$ cat src/design/dcbp_pkg.sv
`default_nettype none

package dcbp_pkg;

    // Default sizes, handed to the top-level parameters.
    localparam int BODY_DEPTH_DEF = 256;
    localparam int MAX_ARGS_DEF   = 8;
    localparam int MAX_SUFFIX_DEF = 8;

    // Fixed field widths of the interface.
    localparam int BYTE_W     = 8;
    localparam int STATUS_W   = 3;
    localparam int ARGNUM_W   = 4;
    localparam int CFG_IDX_W  = 3;
    localparam int CFG_DATA_W = 64;
    localparam int SUFPOS_W   = 4;
    localparam int SUFFIX_MAX = 8;

    // Configuration register indexes.
    localparam logic [CFG_IDX_W-1:0] CFG_START_BYTE     = 3'd0;
    localparam logic [CFG_IDX_W-1:0] CFG_DELIMITER_BYTE = 3'd1;
    localparam logic [CFG_IDX_W-1:0] CFG_EXPECTED_ARGS  = 3'd2;
    localparam logic [CFG_IDX_W-1:0] CFG_SUFFIX_LENGTH  = 3'd3;
    localparam logic [CFG_IDX_W-1:0] CFG_SUFFIX_BYTES   = 3'd4;

    typedef enum logic [1:0] {
        PH_WAIT    = 2'd0,
        PH_PAYLOAD = 2'd1,
        PH_SUFFIX  = 2'd2
    } phase_t;

    typedef enum logic [STATUS_W-1:0] {
        ST_ACCEPT  = 3'd0,
        ST_PAYLOAD = 3'd1,
        ST_SEP     = 3'd2,
        ST_DONE    = 3'd3,
        ST_ERROR   = 3'd4,
        ST_ENDED   = 3'd5
    } status_t;

    typedef logic [SUFFIX_MAX-1:0][BYTE_W-1:0] suffix_t;

    typedef struct packed {
        logic [BYTE_W-1:0]   start_byte;
        logic [BYTE_W-1:0]   delimiter_byte;
        logic [ARGNUM_W-1:0] expected_args;
        logic [SUFPOS_W-1:0] suffix_len;
        suffix_t             suffix_bytes;
    } cfg_t;

    typedef struct packed {
        status_t             status;
        logic [BYTE_W-1:0]   char_value;
        logic [BYTE_W-1:0]   char_index;
        logic [ARGNUM_W-1:0] arg_number;
    } result_t;

endpackage

`default_nettype wire

$ cat src/design/dcbp_cfg.sv
`default_nettype none

// Configuration registers. The suffix length is held already clamped to
// the range 1 to MAX_SUFFIX, so the parser never has to clamp it.
module dcbp_cfg #(
    parameter int MAX_SUFFIX = dcbp_pkg::MAX_SUFFIX_DEF
) (
    input  wire logic                                clk,
    input  wire logic                                rst_n,
    input  wire logic                                cfg_write,
    input  wire logic [dcbp_pkg::CFG_IDX_W-1:0]      cfg_index,
    input  wire logic [dcbp_pkg::CFG_DATA_W-1:0]     cfg_data,
    output dcbp_pkg::cfg_t                           cfg
);

    dcbp_pkg::cfg_t                      cfg_reg;
    dcbp_pkg::cfg_t                      cfg_next;
    logic [dcbp_pkg::SUFPOS_W-1:0]       len_raw;
    logic [dcbp_pkg::SUFPOS_W-1:0]       len_clamped;

    assign len_raw = cfg_data[dcbp_pkg::SUFPOS_W-1:0];

    always_comb
    begin
        if (len_raw == '0)
        begin
            len_clamped = dcbp_pkg::SUFPOS_W'(1);
        end
        else if (len_raw > dcbp_pkg::SUFPOS_W'(MAX_SUFFIX))
        begin
            len_clamped = dcbp_pkg::SUFPOS_W'(MAX_SUFFIX);
        end
        else
        begin
            len_clamped = len_raw;
        end
    end

    always_comb
    begin
        cfg_next = cfg_reg;
        if (cfg_write)
        begin
            unique case (cfg_index)
                dcbp_pkg::CFG_START_BYTE:
                    cfg_next.start_byte = cfg_data[dcbp_pkg::BYTE_W-1:0];
                dcbp_pkg::CFG_DELIMITER_BYTE:
                    cfg_next.delimiter_byte = cfg_data[dcbp_pkg::BYTE_W-1:0];
                dcbp_pkg::CFG_EXPECTED_ARGS:
                    cfg_next.expected_args = cfg_data[dcbp_pkg::ARGNUM_W-1:0];
                dcbp_pkg::CFG_SUFFIX_LENGTH:
                    cfg_next.suffix_len = len_clamped;
                dcbp_pkg::CFG_SUFFIX_BYTES:
                    cfg_next.suffix_bytes = cfg_data;
                default:
                    cfg_next = cfg_reg;
            endcase
        end
    end

    always_ff @(posedge clk or negedge rst_n)
    begin
        if (!rst_n)
        begin
            cfg_reg.start_byte     <= 8'd0;
            cfg_reg.delimiter_byte <= 8'd44;
            cfg_reg.expected_args  <= 4'd1;
            cfg_reg.suffix_len     <= 4'd1;
            cfg_reg.suffix_bytes   <= 64'd10;
        end
        else
        begin
            cfg_reg <= cfg_next;
        end
    end

    assign cfg = cfg_reg;

endmodule

`default_nettype wire

$ cat src/design/dcbp_core.sv
`default_nettype none

// Parser state and result register. One byte is consumed whenever the
// result register is free or being emptied in the same cycle.
module dcbp_core #(
    parameter int BODY_DEPTH = dcbp_pkg::BODY_DEPTH_DEF,
    parameter int MAX_ARGS   = dcbp_pkg::MAX_ARGS_DEF,
    parameter int MAX_SUFFIX = dcbp_pkg::MAX_SUFFIX_DEF
) (
    input  wire logic                          clk,
    input  wire logic                          rst_n,
    input  wire dcbp_pkg::cfg_t                cfg,
    input  wire logic                          byte_valid,
    input  wire logic [dcbp_pkg::BYTE_W-1:0]   byte_data,
    output logic                               byte_take,
    output logic                               res_valid,
    input  wire logic                          res_stall,
    output dcbp_pkg::result_t                  res
);

    localparam int PW = $clog2(BODY_DEPTH) + 1;
    localparam int AW = $clog2(MAX_ARGS + 1);

    dcbp_pkg::phase_t                 phase_reg;
    dcbp_pkg::phase_t                 phase_next;
    logic [PW-1:0]                    pos_reg;
    logic [PW-1:0]                    pos_next;
    logic [AW-1:0]                    args_reg;
    logic [AW-1:0]                    args_next;
    logic [dcbp_pkg::SUFPOS_W-1:0]    suf_reg;
    logic [dcbp_pkg::SUFPOS_W-1:0]    suf_next;
    logic [dcbp_pkg::SUFPOS_W-1:0]    suf_inc;
    logic                             valid_reg;
    dcbp_pkg::result_t                res_reg;
    dcbp_pkg::result_t                res_next;

    logic                             advance;
    logic                             is_sfx0;
    logic                             is_delim;
    logic                             is_start;
    logic                             pos_full;
    logic                             args_match;
    logic                             args_max;
    logic                             len_one;
    logic                             sfx_bad;
    logic                             sfx_last;
    logic [PW+7:0]                    pos_wide;
    logic [AW+3:0]                    args_wide;
    logic [AW+3:0]                    args_inc_wide;
    logic [AW+3:0]                    exp_wide;
    logic [7:0]                       pos_idx;
    logic [3:0]                       args_out;
    logic [3:0]                       args_inc_out;

    assign byte_take = byte_valid && (!valid_reg || !res_stall);
    assign advance   = byte_take;

    assign suf_inc       = suf_reg + 1'b1;
    assign pos_wide      = {8'd0, pos_reg};
    assign args_wide     = {4'd0, args_reg};
    assign args_inc_wide = {4'd0, args_reg + 1'b1};
    assign exp_wide      = {{AW{1'b0}}, cfg.expected_args};
    assign pos_idx       = pos_wide[7:0];
    assign args_out      = args_wide[3:0];
    assign args_inc_out  = args_inc_wide[3:0];

    assign is_sfx0    = byte_data == cfg.suffix_bytes[0];
    assign is_delim   = byte_data == cfg.delimiter_byte;
    assign is_start   = byte_data == cfg.start_byte;
    assign pos_full   = pos_reg >= PW'(BODY_DEPTH);
    assign args_match = args_wide == exp_wide;
    assign args_max   = args_reg >= AW'(MAX_ARGS);
    assign len_one    = cfg.suffix_len == dcbp_pkg::SUFPOS_W'(1);
    assign sfx_bad    = (suf_reg >= dcbp_pkg::SUFPOS_W'(MAX_SUFFIX))
                        || (byte_data != cfg.suffix_bytes[suf_reg[2:0]]);
    assign sfx_last   = suf_inc >= cfg.suffix_len;

    // Next state of the parser.
    always_comb
    begin
        phase_next = dcbp_pkg::PH_WAIT;
        pos_next   = '0;
        args_next  = '0;
        suf_next   = dcbp_pkg::SUFPOS_W'(1);
        unique case (phase_reg)
            dcbp_pkg::PH_PAYLOAD:
            begin
                if (is_sfx0)
                begin
                    if (args_match && !pos_full && !len_one)
                    begin
                        phase_next = dcbp_pkg::PH_SUFFIX;
                        pos_next   = pos_reg;
                        args_next  = args_reg;
                    end
                end
                else if (!pos_full && !(is_delim && args_max))
                begin
                    phase_next = dcbp_pkg::PH_PAYLOAD;
                    pos_next   = pos_reg + 1'b1;
                    args_next  = is_delim ? args_reg + 1'b1 : args_reg;
                end
            end
            dcbp_pkg::PH_SUFFIX:
            begin
                if (!sfx_bad && !sfx_last)
                begin
                    phase_next = dcbp_pkg::PH_SUFFIX;
                    pos_next   = pos_reg;
                    args_next  = args_reg;
                    suf_next   = suf_inc;
                end
            end
            default:
            begin
                if (is_start)
                begin
                    phase_next = dcbp_pkg::PH_PAYLOAD;
                    args_next  = AW'(1);
                end
            end
        endcase
    end

    // Result for the byte being consumed.
    always_comb
    begin
        res_next = '{status: dcbp_pkg::ST_ERROR, char_value: '0,
                     char_index: '0, arg_number: '0};
        unique case (phase_reg)
            dcbp_pkg::PH_PAYLOAD:
            begin
                if (is_sfx0)
                begin
                    if (args_match && !pos_full)
                    begin
                        res_next.status     = len_one ? dcbp_pkg::ST_DONE
                                                      : dcbp_pkg::ST_ENDED;
                        res_next.char_index = pos_idx;
                        res_next.arg_number = args_out;
                    end
                end
                else if (!pos_full)
                begin
                    if (is_delim)
                    begin
                        if (!args_max)
                        begin
                            res_next.status     = dcbp_pkg::ST_SEP;
                            res_next.char_index = pos_idx;
                            res_next.arg_number = args_inc_out;
                        end
                    end
                    else
                    begin
                        res_next.status     = dcbp_pkg::ST_PAYLOAD;
                        res_next.char_value = byte_data;
                        res_next.char_index = pos_idx;
                        res_next.arg_number = args_out;
                    end
                end
            end
            dcbp_pkg::PH_SUFFIX:
            begin
                if (!sfx_bad)
                begin
                    res_next.status     = sfx_last ? dcbp_pkg::ST_DONE
                                                   : dcbp_pkg::ST_ACCEPT;
                    res_next.char_index = pos_idx;
                    res_next.arg_number = args_out;
                end
            end
            default:
            begin
                if (is_start)
                begin
                    res_next.status     = dcbp_pkg::ST_ACCEPT;
                    res_next.arg_number = 4'd1;
                end
            end
        endcase
    end

    always_ff @(posedge clk or negedge rst_n)
    begin
        if (!rst_n)
        begin
            phase_reg <= dcbp_pkg::PH_WAIT;
            pos_reg   <= '0;
            args_reg  <= '0;
            suf_reg   <= dcbp_pkg::SUFPOS_W'(1);
            valid_reg <= 1'b0;
        end
        else
        begin
            if (advance)
            begin
                phase_reg <= phase_next;
                pos_reg   <= pos_next;
                args_reg  <= args_next;
                suf_reg   <= suf_next;
                valid_reg <= 1'b1;
            end
            else if (!res_stall)
            begin
                valid_reg <= 1'b0;
            end
        end
    end

    always_ff @(posedge clk)
    begin
        if (advance)
        begin
            res_reg <= res_next;
        end
    end

    assign res_valid = valid_reg;
    assign res       = res_reg;

`ifndef SYNTHESIS
    a_error_fields_zero: assert property (@(posedge clk) disable iff (!rst_n)
        (valid_reg && res_reg.status == dcbp_pkg::ST_ERROR)
        |-> (res_reg.char_value == '0 && res_reg.char_index == '0
             && res_reg.arg_number == '0))
        else $error("error result carries non-zero fields");

    a_end_restarts: assert property (@(posedge clk) disable iff (!rst_n)
        (advance && (res_next.status == dcbp_pkg::ST_ERROR
                     || res_next.status == dcbp_pkg::ST_DONE))
        |=> (phase_reg == dcbp_pkg::PH_WAIT && pos_reg == '0 && args_reg == '0))
        else $error("parser not restarted after error or completion");

    a_pos_bound: assert property (@(posedge clk) disable iff (!rst_n)
        pos_reg <= PW'(BODY_DEPTH))
        else $error("body position beyond body depth");

    a_wait_clear: assert property (@(posedge clk) disable iff (!rst_n)
        (phase_reg == dcbp_pkg::PH_WAIT)
        |-> (pos_reg == '0 && args_reg == '0 && suf_reg == dcbp_pkg::SUFPOS_W'(1)))
        else $error("state not cleared while waiting for start byte");

    a_hold_when_stalled: assert property (@(posedge clk) disable iff (!rst_n)
        (valid_reg && res_stall) |=> (valid_reg && $stable(res_reg)
                                      && $stable(phase_reg)))
        else $error("result or state changed while output stalled");
`endif

endmodule

`default_nettype wire

$ cat src/design/delimited_command_body_parser.sv
`default_nettype none

// Channel  Direction  Handshake               Payload
// -------  ---------  ----------------------  ------------------------------------------
// input    in         in_valid / in_stall     rx_byte
// output   out        out_valid / out_stall   status, char_value, char_index, arg_number
// config   in         cfg_write (no wait)     cfg_index, cfg_data
//
// One byte is taken every cycle while the output is not stalled, as the parser updates its
// whole state as it consumes each byte; each result moves out from the result register.
// Reset is asynchronous and active low: the parser waits for the start byte and the config
// registers take their defaults. There is no clearing pass.
// A stall on the output holds the result register; the input register takes at most
// one more transfer, and the input then stalls until the output moves again.
module delimited_command_body_parser #(
    parameter int BODY_DEPTH = dcbp_pkg::BODY_DEPTH_DEF,
    parameter int MAX_ARGS   = dcbp_pkg::MAX_ARGS_DEF,
    parameter int MAX_SUFFIX = dcbp_pkg::MAX_SUFFIX_DEF
) (
    input  wire logic                              clk,
    input  wire logic                              rst_n,
    // Configuration write port.
    input  wire logic                              cfg_write,
    input  wire logic [dcbp_pkg::CFG_IDX_W-1:0]    cfg_index,
    input  wire logic [dcbp_pkg::CFG_DATA_W-1:0]   cfg_data,
    // Received bytes.
    input  wire logic                              in_valid,
    output logic                                   in_stall,
    input  wire logic [dcbp_pkg::BYTE_W-1:0]       rx_byte,
    // Status results.
    output logic                                   out_valid,
    input  wire logic                              out_stall,
    output logic [dcbp_pkg::STATUS_W-1:0]          status,
    output logic [dcbp_pkg::BYTE_W-1:0]            char_value,
    output logic [dcbp_pkg::BYTE_W-1:0]            char_index,
    output logic [dcbp_pkg::ARGNUM_W-1:0]          arg_number
);

    dcbp_pkg::cfg_t                    cfg;
    dcbp_pkg::result_t                 res;

    // Input register: holds one byte until the parser consumes it.
    logic                              in_valid_reg;
    logic                              in_valid_next;
    logic [dcbp_pkg::BYTE_W-1:0]       in_byte_reg;
    logic                              in_take;
    logic                              core_take;

    // The input register is full and the parser cannot consume it this cycle.
    assign in_stall = in_valid_reg && !core_take;
    assign in_take  = in_valid && !in_stall;

    assign in_valid_next = in_take || (in_valid_reg && !core_take);

    always_ff @(posedge clk or negedge rst_n)
    begin
        if (!rst_n)
        begin
            in_valid_reg <= 1'b0;
        end
        else
        begin
            in_valid_reg <= in_valid_next;
        end
    end

    always_ff @(posedge clk)
    begin
        if (in_take)
        begin
            in_byte_reg <= rx_byte;
        end
    end

    dcbp_cfg #(
        .MAX_SUFFIX (MAX_SUFFIX)
    ) u_cfg (
        .clk       (clk),
        .rst_n     (rst_n),
        .cfg_write (cfg_write),
        .cfg_index (cfg_index),
        .cfg_data  (cfg_data),
        .cfg       (cfg)
    );

    // The parser updates its state and loads the result register in the
    // same cycle as it consumes the held byte.
    dcbp_core #(
        .BODY_DEPTH (BODY_DEPTH),
        .MAX_ARGS   (MAX_ARGS),
        .MAX_SUFFIX (MAX_SUFFIX)
    ) u_core (
        .clk        (clk),
        .rst_n      (rst_n),
        .cfg        (cfg),
        .byte_valid (in_valid_reg),
        .byte_data  (in_byte_reg),
        .byte_take  (core_take),
        .res_valid  (out_valid),
        .res_stall  (out_stall),
        .res        (res)
    );

    assign status     = res.status;
    assign char_value = res.char_value;
    assign char_index = res.char_index;
    assign arg_number = res.arg_number;

endmodule

`default_nettype wire
$ cat config.mk
export PLATFORM = sky130hd
export DESIGN_NAME = delimited_command_body_parser
export DESIGN_NICKNAME = d
export VERILOG_FILES = /design/src/design/dcbp_pkg.sv /design/src/design/dcbp_cfg.sv /design/src/design/dcbp_core.sv /design/src/design/delimited_command_body_parser.sv
export SDC_FILE = /design/constraint.sdc
export NUM_CORES = 1
export LEC_CHECK = 0
export BUFFER_PORTS_ARGS = -buffer_cell sky130_fd_sc_hd__clkbuf_2
export CAP_MARGIN = 25
export CELL_PAD_IN_SITES_DETAIL_PLACEMENT = 1
export CELL_PAD_IN_SITES_GLOBAL_PLACEMENT = 1
export CORE_MARGIN = 8
export CORE_UTILIZATION = 50
export CTS_CLUSTER_DIAMETER = 40
export CTS_CLUSTER_SIZE = 40
export DETAILED_ROUTE_END_ITERATION = 10
export HOLD_SLACK_MARGIN = 0.03
export PLACE_DENSITY = 0.9
export SETUP_SLACK_MARGIN = 0.05
export SLEW_MARGIN = 20
export SYNTH_ARGS = -nofsm -noshare
export SYNTH_HDL_FRONTEND = slang
export SYNTH_SLANG_ARGS = --single-unit
$ cat constraint.sdc
create_clock -name clk -period 4.2 [get_ports clk]
set_input_delay 0.63 -clock clk [delete_from_list [all_inputs] [get_ports clk]]
set_output_delay 0.63 -clock clk [all_outputs]
set_load 0.05 [all_outputs]
Yosys cells after proc, flatten, opt, wreduce, memory -nomap -nowiden
Index checks and enable logic that the tools add are counted.
- output and inout bits: 25
- word-level logic and storage cells: 123
- bits in registers: 140
- bitwise operators: 1
- order comparisons: 6
- $add $sub $neg: 3
- reduce and logical (&&, ||, !) cells: 30
- eq/ne operators: 16
- mux-type cells: 44
- operator list (operator ; number):
    12-bit 2-to-1 mux ; 5
    4-bit 2-to-1 mux ; 9
    9-bit 2-to-1 mux ; 4
    8-bit binary-select mux with 3-bit select ; 1
    8-bit == test ; 3
    23-bit 2-to-1 mux ; 1
    3-bit 2-to-1 mux ; 7
    9-bit one-hot mux with 2 select lines ; 1
    8-bit 2-to-1 mux ; 2
    4-bit one-hot mux with 2 select lines ; 2
    8-bit one-hot mux with 2 select lines ; 1
    2-bit AND reduction ; 5
    9-bit by 1-bit adder with 9-bit output, second input constant ; 1
    9-bit >= comparator, second input constant ; 1
    1-bit logical NOT ; 9
    4-bit by 1-bit adder with 4-bit output, second input constant ; 2
    4-bit >= comparator, second input constant ; 2
    1-bit logical AND ; 8
    2-bit 2-to-1 mux ; 4
    8-bit inequality test ; 1
    3-bit by 2-bit == test with 1-bit output, second input constant ; 2
    3-bit one-hot mux with 2 select lines ; 1
    1-bit 2-to-1 mux ; 5
    4-bit by 1-bit == test with 1-bit output, second input constant ; 1
    other kinds (20) ; 22

Logic depth before layout (Yosys ltp)
Gate-level depths: netlist (run 1).
- depth in word-level cells: 8
- depth in mapped cells: 13

By module
A second synthesis (run 1) with hierarchy kept.
- cells, all modules: 525
- area, all modules: 6896.6 µm²
- by module, submodules not included (module ; times used ; cells an instance ; area each (µm²)):
    dcbp_cfg ; 1 ; 196 ; 3364.5
    dcbp_core ; 1 ; 316 ; 3234.4
    delimited_command_body_parser ; 1 ; 13 ; 297.8

Worst setup path before layout (run 1)
Ideal clock, no wire load.
- path type: reg2reg
- start: reg u_core.suf_reg[0] (netlist bit)
- end: reg u_core.args_reg[0] (netlist: u_core.args_out[0])
- arrival: 2.765 ns
- setup slack: 1.310 ns
- required time: 4.075 ns
- buffers on the path: 1
- setup time: 0.125 ns
- stages on the path, launching flop included: 9
- cells stage by stage: dfstp_2 -> mux4_2 -> o211ai_1 -> mux2i_1 -> or4_4 -> nor4b_4 -> buf_6 -> nor3_2 -> mux2_4
- cells in the longest elaborated chain, start to end: 8
- elaborated cells on any way between the ends: 12
- those cells by class: 1 x add/sub; 2 x order compare; 2 x eq/ne; 2 x mux; 5 x reduce/logical
- RTL lines (item ; RTL line ; source):
    start: declaration ; dcbp_core.sv:30 ; logic [dcbp_pkg::SUFPOS_W-1:0] suf_reg;
    start signal: assignment ; dcbp_core.sv:191 ; suf_reg <= dcbp_pkg::SUFPOS_W'(1);
    start signal: assignment ; dcbp_core.sv:201 ; suf_reg <= suf_next;
    parallel branches: the longest is 5 deep, another holds 4-bit by 1-bit adder with 4-bit output ; -- ;
    1-bit logical AND * ; dcbp_core.sv:106 ; if (!sfx_bad && !sfx_last)
    2-bit inequality test (no source line) * ; -- ;
    4-bit AND reduction (no source line) * ; -- ;
    end signal: assignment ; dcbp_core.sv:200 ; args_reg <= args_next;
    end: declaration ; dcbp_core.sv:28 ; logic [AW-1:0] args_reg;
Mark *: on every way between the ends. The select of a mux whose other input is x is not followed.
A chain may end at the register's enable or synchronous reset.

Worst setup path in the final report (run 1)
- start: reg u_core.suf_reg[1] (netlist bit)
- end: reg u_core.pos_reg[2]
- cells in the longest elaborated chain, start to end: 8
- elaborated cells on any way between the ends: 12
- those cells by class: 1 x add/sub; 2 x order compare; 2 x eq/ne; 2 x mux; 5 x reduce/logical
- RTL lines (item ; RTL line ; source):
    parallel branches: the longest is 5 deep, another holds 4-bit by 1-bit adder with 4-bit output ; -- ;
    1-bit logical AND * ; dcbp_core.sv:106 ;
    2-bit inequality test (no source line) * ; -- ;
    3-bit AND reduction (no source line) * ; -- ;
    end signal: assignment ; dcbp_core.sv:199 ; pos_reg <= pos_next;
    end: declaration ; dcbp_core.sv:26 ; logic [PW-1:0] pos_reg;
Marks and branches as above.

==> flow_results.org, run 1 <==
** Placed design
- Buffers on Ports :: 104
- Hpwl dp :: 13200 um
- Routability-driven placement finished with a final weighted congestion of 0.819.

** Clocking
- Post-cts gate resize count :: 0
- The clock passes through at most 2 buffers.
- The number of clock buffers added by TritonCTS is 17.
- Clock tree from TritonCTS :: done
- Root Driver :: clkbuf_16
- The clock net in this run drives a total of 140 sinks.
- Hold Buf Count CTS :: 0
- At the later pin of the worst-skew pair, clock insertion delay measures 0.43 ns.
- Once the clock tree was built, the setup fixing pass inserted 0 buffers.
- After clock tree synthesis, the clock-pin slew on the worst setup and hold paths is 0.06 ns.
- The clock tree synthesis step divided the H-tree into 4 levels.

** Drt
- Via count :: 4655
- Avg Vias per Cell :: 5.64
- After detailed routing, the number of remaining DRC violations is 0.
- Antenna-violating nets left :: 0
- Initial DRC count :: 281
- For this block, the routed nets add up to 18800 um of wire.
- Pre-antenna DRT Iters :: 4
- Dividing the detail-routed wire length by the instance count gives 22.7 um.

** Logic synthesis
- Most frequent cells after synthesis :: 101 x dfrtp_1, 85 x mux2_2, 31 x edfxtp_1
- The share of synthesized area in the top cell type comes to 0.372.
- Counting flops with a built-in enable in the synthesized netlist gives 31.
- Each instance of the synthesized netlist takes up on average 12.7 um^2.
- Counting every net in the synthesized netlist gives 624.
- Library cell occupying the most area in the post-synthesis netlist :: dfrtp_1
- Number of distinct library cells after synthesis :: 55
- Counting flops and latches in the post-synthesis netlist gives 140.
- Asr flop ratio synth :: 0.779
- Synthesis produced a netlist whose cell count is 533.
- Dominant synthesized flop cell :: dfrtp_1
- After synthesis the cells add up to 0.00679 mm^2.
- During synthesis, Yosys emitted a total of 0 warnings.
- Top-count cell post-synth :: dfrtp_1
- Of the synthesized area, sequential elements account for 0.540.
- Ranked by total cell area, the synthesized netlist is headed by dfrtp_1 37%, mux2_2 14%, edfxtp_1 14%.

** Floorplanning
- The initial utilization of the core area, before any placement, comes to 0.513.
- Die extent in y :: 133 um
- Standard-cell row count :: 42
- In this run the standard cell core region covers 0.0132 mm^2.
- The die is 133 um wide.
- DIE AREA :: 0.0176 mm^2
- Io pins :: 105

** Cells and area
- The number of antenna diodes in the final layout is 0.
- The layout has 1363 filler cells.
- The area growth from synthesis to layout is 19.2%.
- In the final layout, the share of cells above drive strength 1 is 0.377.
- The register with the most flip-flops in the layout has 88 of them.
- Number of nets in the final layout :: 728

** GRT
- Remaining Overflow, GRT :: 0
- Global Route Usage Sum :: 0.220
- First-pass GRT wire length :: 30100 um
- The number of antenna violations at the first check in global routing was 0.
- The number of global-route vias before repair was 5406.
- Maximum number of pins on one net before global-route repair :: 84

** STA
- Clk_skew :: 0.00622 ns
- The final count of pins violating max slew was 0.
- FMAX :: 282 MHz
- Minimum period implied by the final worst setup slack :: 3.54 ns
- Fin crit share :: 0.843
- At the pin with the least slew margin, the transition time is 0.943 ns.
- Hold violation total from the final report :: 0
- Setup repair after global routing missed its margin :: false
- For the final routed database, the setup TNS stands at 0 ns.
- Setup violations remaining at the end of the flow were counted as 0.
- Slew margin rel. :: 0.362

** Setup path
- By instance count, the cell type seen most on the critical path is buf_4.
- Data arrives at the worst endpoint at 3.83 ns.
- Critical path, cell by cell :: buf_4 > mux2i_1 > a22o_1 > a221oi_1 > xnor2_1 > nand3_1 > nor4b_4 > buf_4 > or3_1 > o21ai_1
- Worst setup path category :: flip-flop to flip-flop
- Data on the critical path is required at its endpoint by 4.49 ns.
- On the worst path, the slowest cell contributes a delay of 0.71 ns.
- Cell with the biggest individual delay on the critical path :: dfrtp_1
- STA classifies the critical path endpoint as a flip-flop.
- Largest fanout of any net on the critical path :: 19
- STA classifies the critical path startpoint as a flip-flop.

** Power
- Across the VDD grid, the largest voltage drop is 0.000283 V.
- Combinational share of power :: 0.154
- Power comes to 3.94 mW.
- Internal power comes to 2.91 mW.
- Summed over all nets, the switching power comes to 1.03 mW.
- Register share of total power :: 0.449
- Of the total power, the share spent switching nets is 0.261.
- Of the total power, the clock network draws 0.397.
- Power Density :: 487 mW/mm^2
- The analysis attributes to cell leakage a power of 3.44 nW.

** Status
- The flow ran to the end, and the final reports show no timing, DRC or antenna violations.

** Hold path
- Worst hold path type :: input pin to asynchronous set/reset pin

** Flow run
- Across the run, the number of max-cap violations was 0.
==> cells by family after synthesis <==
group / after synthesis / share of synthesized area
simple gates: 124 / 0.101
compound gates: 60 / 0.0610
buf+inv: 43 / 0.0280
xor+xnor: 37 / 0.0477
fa+ha+maj: 11 / 0.0203
mux: 118 / 0.201
flops: 140 / 0.540
==> stage by stage <==
step | util | hold slack, ns | cells | setup slack, ns | instance area, um^2
4_1_cts | 0.610 | 0.360 | 826 | 0.716 | 8080
6_report | 0.611 | 0.260 | 826 | 0.658 | 8090
5_1_grt | 0.611 | 0.318 | 826 | 0.458 | 8090
3_3_place_gp | 0.564 | 0.481 | 793 | 0.884 | 7470
3_5_place_dp | 0.564 | 0.481 | 794 | 0.753 | 7470
2_1_floorplan | - | 0.334 | 533 | 1.31 | 6790
==> routing by layer <==
metal / track usage / vias up / part of all wire
li1: - / 2114 / -
met1: 0.242 / 2351 / 0.39
met2: 0.388 / 142 / 0.53
met3: 0.0500 / 48 / 0.042
met4: 0.115 / 0 / 0.035
met5: 0 / - / 0
==> critical path: cells and delay by family (launching register included) <==
kind / cells / cell delay (ns)
AO/OA/AOI/OAI: 3 / 0.68
XOR/XNOR: 1 / 0.21
buffers and inverters: 2 / 0.70
multiplexers: 1 / 0.13
AND/OR/NAND/NOR: 3 / 0.98
flip-flops: 1 / 0.71
==> placed cells by master (no fill, tap or decap), types with 10 or more instances in the layout <==
| cell | netlist | routed |
|---|---|---|
| nand3_1 | 12 | 12 |
| dfrtp_1 | 101 | 101 |
| xor2_1 | 11 | 11 |
| and2_1 | 17 | 17 |
| nand2b_1 | 10 | 10 |
| nand2_1 | 23 | 23 |
| clkbuf_2 | 1 | 103 |
| clkbuf_16 | 0 | 20 |
| edfxtp_1 | 31 | 31 |
| inv_1 | 15 | 15 |
| mux2_2 | 85 | 85 |
| nor2_1 | 22 | 22 |
| xnor2_1 | 26 | 26 |
| mux2i_1 | 26 | 26 |
| o21ai_0 | 11 | 11 |
| ha_1 | 11 | 11 |
| o31ai_1 | 14 | 14 |
==> final cells by class <==
class | count | area, um^2 | area share
multi-input cells | 350 | 2940 | 0.364
clock inverters | 4 | 72.6 | 0.00897
inverters | 16 | 60.1 | 0.00743
flip-flops and latches | 140 | 3670 | 0.454
repair buffers | 112 | 584 | 0.0722
well taps | 176 | 220 | 0.0272
clock buffers | 28 | 541 | 0.0668
==> power by group through the flow <==
stage	Combinational (mW)	Clock (mW)	Sequential, mW
floorplan	0.376	0	1.77
global placement	0.543	0	1.76
detailed placement	0.588	0	1.79
CTS	0.611	1.58	1.77
global route	0.655	1.62	1.79
finish	0.605	1.56	1.77
==> worst paths after layout <==
| path | start | to | slack, ns | cells past startpoint |
|---|---|---|---|---|
| max | u_core.suf_reg[1] | u_core.pos_reg[2] | 0.66 | 10 |
| min in group clk | rx_byte[3] | in_byte_reg[3] | 0.38 | 1 |
| max reg2reg | u_core.suf_reg[1] | u_core.pos_reg[2] | 0.66 | 10 |
| max in group asynchronous | rst_n | u_cfg.cfg[3] | 3.03 | 2 |
| min | rst_n | u_cfg.cfg[70] | 0.26 | 1 |
| min reg2reg | u_cfg.cfg[38] | u_cfg.cfg[38] | 0.51 | 1 |
Power figures use the tool's default switching activity.
==> run 2, diff against run 1 <==
- CORE_UTILIZATION: 50 -> 42
- PLACE_DENSITY: 0.9 -> 0.81
- clock period: 4.2 -> 3.1 ns (I/O delays scaled with it)
==> flow_results.org, run 2 (synthesized netlist as in run 1, its figures left out) <==
** Drt
- The routed layout has 4620 vias.
- DRC violation count after routing :: 0
- The detail route stage leaves a number of antenna-violating nets equal to 0.
- Pre-antenna DRT Iters :: 5
- Final wirelength :: 17900 um
- After the first detailed-routing iteration, the DRC count stood at 218.
- Routed WL per cell :: 20.4 um
- Using the TritonRoute via totals, the vias-per-cell ratio works out to 5.27.

** Clocking
- TritonCTS sink count :: 140
- Clock-pin slew was measured on the worst setup and hold paths at 0.06 ns.
- Clock tree synthesis selected as its root buffer the cell clkbuf_16.
- Clock tree from TritonCTS :: done
- TritonCTS Buffers :: 17
- # H-tree levels :: 4
- Buffers inserted to repair hold after CTS numbered 0.
- The longest clock path from root to sink contains 2 buffers.
- The later pin in the worst-skew pair is clocked with a latency of 0.43 ns.

** Floorplanning
- The die covers 0.0205 mm^2.
- The floorplan step set the die height to 143 um.
- The die is 143 um wide.
- The initialized floorplan defines 46 standard-cell rows.
- The initial utilization of the core area, before any placement, comes to 0.429.
- The total area inside the core boundary comes to 0.0158 mm^2.
- 105 I/O pins were placed.

** Setup path
- The startpoint identified for the worst register-to-register timing path is u_core.suf_reg[0].
- At the worst endpoint, the required time is 3.29 ns.
- Startpoint kind of the worst setup timing path :: flip-flop
- The signal on the critical path passes through mux4_2 > mux2i_1 > xnor2_1 > or4_4 > or3_1 > a221oi_2 > nor2_1.
- Arrival time at the worst endpoint :: 3.15 ns
- Critical Path End :: u_core.res[22]
- The most critical setup path has its startpoint at u_core.suf_reg[0].
- Worst setup path category :: flip-flop to flip-flop
- Cell with the biggest individual delay on the critical path :: dfstp_2
- Number of cells on the worst reg-to-reg path :: 7
- For this run, the slowest stage of the critical path takes 0.61 ns.
- Kind of capture point of the worst setup path :: flip-flop
- In this run the worst path has a maximum fanout of 5.
- Flop-to-flop setup slack :: 0.14 ns
- Reg-to-Reg End :: u_core.res[22]

** Status
- The run finished with clean final reports.

** Cells and area
- Most common cell after layout, fill and taps aside :: clkbuf_2
- Filler cell count :: 1664
- At the end of the flow, the number of nets in the layout was 738.
- The top cell types in the final layout, fill and taps aside, are 103 x clkbuf_2, 100 x dfrtp_1, 85 x mux2_2.
- The register with the most flip-flops in the layout has 88 of them.
- Antenna diode count :: 0
- Measured on the finished design, the core utilization comes to 0.521.
- Area growth, synth to finish :: 21.4%
- Layout cells sized above 1 :: 0.405

** GRT
- Via count of the first global-routing pass :: 5339
- The number of antenna violations at the first check in global routing is 0.
- For this run, the total global-route usage over all layers was measured as 0.187.
- First-pass GRT wire length :: 29100 um
- Maximum number of pins on one net before global-route repair :: 65
- After global routing the overflow that remains totals 0.

** Hold path
- Worst hold path type :: input pin to asynchronous set/reset pin

** Power
- IR analysis of the VDD net gives a maximum drop of 0.000433 V.
- After layout, the design draws a total of 5.26 mW.
- Power Density :: 638 mW/mm^2
- For this design the static power due to leakage is 3.49 nW.

** STA
- Setup violations remaining at the end of the flow were counted as 0.
- In the final timing run, aggregate negative setup slack is 0 ns.
- The worst pin sits at a relative slew slack of 0.447.
- Hold violation total from the final report :: 0
- FMAX :: 338 MHz
- The final count of pins violating max slew is 0.
- At the pin with the least slew margin, the transition time is 0.829 ns.
- Minimum period implied by the final worst setup slack :: 2.96 ns
- Clk_skew :: 0.0105 ns
- Fin crit share :: 0.955
- Setup repair after global routing could not meet its margin everywhere.

** Placed design
- Hpwl dp :: 13100 um
- Final Wtd Congestion :: 0.824
- Buffers on Ports :: 104

** Flow run
- Count of maximum capacitance violations :: 0
[run 2: report_power, final]
group | switching, mW | leakage [nW] | total [mW] | internal [mW]
logic | 0.390 | 1.57 | 0.799 | 0.410
clock network | 0.806 | 0.287 | 2.07 | 1.27
registers | 0.201 | 1.63 | 2.38 | 2.18
[run 2: how the worst min path moves through the flow]
stage | end | slack (ns) | cells after the start
after global routing | u_core.args_out[0] | 0.16 | 1
after floorplan | in_valid_reg | 0.17 | 0
after CTS | u_core.args_out[2] | 0.13 | 1
final | u_core.args_out[0] | 0.11 | 1
after global placement | u_cfg.cfg[64] | 0.48 | 2
after detailed placement | u_cfg.cfg[17] | 0.49 | 1
[run 2: timing repair]
action / 4_1_cts / 5_1_grt
gates resized for setup: 0 / 12
setup endpoints to repair: 0 / 24
buffers inserted: 0 / 2
[run 2: critical path, delay by kind of cell (launching register included)]
family | cells | cell delay (ns)
and+or+nand+nor | 3 | 1.03
muxes | 2 | 0.71
DFF | 1 | 0.61
AOI/OAI and AO/OA | 1 | 0.28
xor gates and xnor gates | 1 | 0.09
[run 2: cell type report]
class | instances | area [um^2] | area share
well taps | 216 | 270 | 0.0328
multi-input cells | 350 | 2960 | 0.359
flip-flops and latches | 140 | 3670 | 0.445
clock buffers | 18 | 429 | 0.0521
repair buffers | 122 | 687 | 0.0834
inverters | 16 | 60.1 | 0.00729
clock inverters | 14 | 166 | 0.0202
[run 2: routing by layer]
| metal | GRT usage | routed length (um) |
|---|---|---|
| met5 | 0 | 0 |
| met4 | 0.0559 | 274 |
| met3 | 0.0471 | 776 |
| met2 | 0.338 | 9680 |
| met1 | 0.211 | 7180 |
[run 2: per-stage QoR]
step	hold WS (ns)	instances	worst slack (ns)	instance area (um^2)
2_1_floorplan	0.169	533	0.210	6790
3_3_place_gp	0.480	842	0.146	7600
3_5_place_dp	0.492	842	0.0895	7600
4_1_cts	0.132	874	0.0724	8200
5_1_grt	0.162	876	0.0206	8240
6_report	0.105	876	0.139	8240
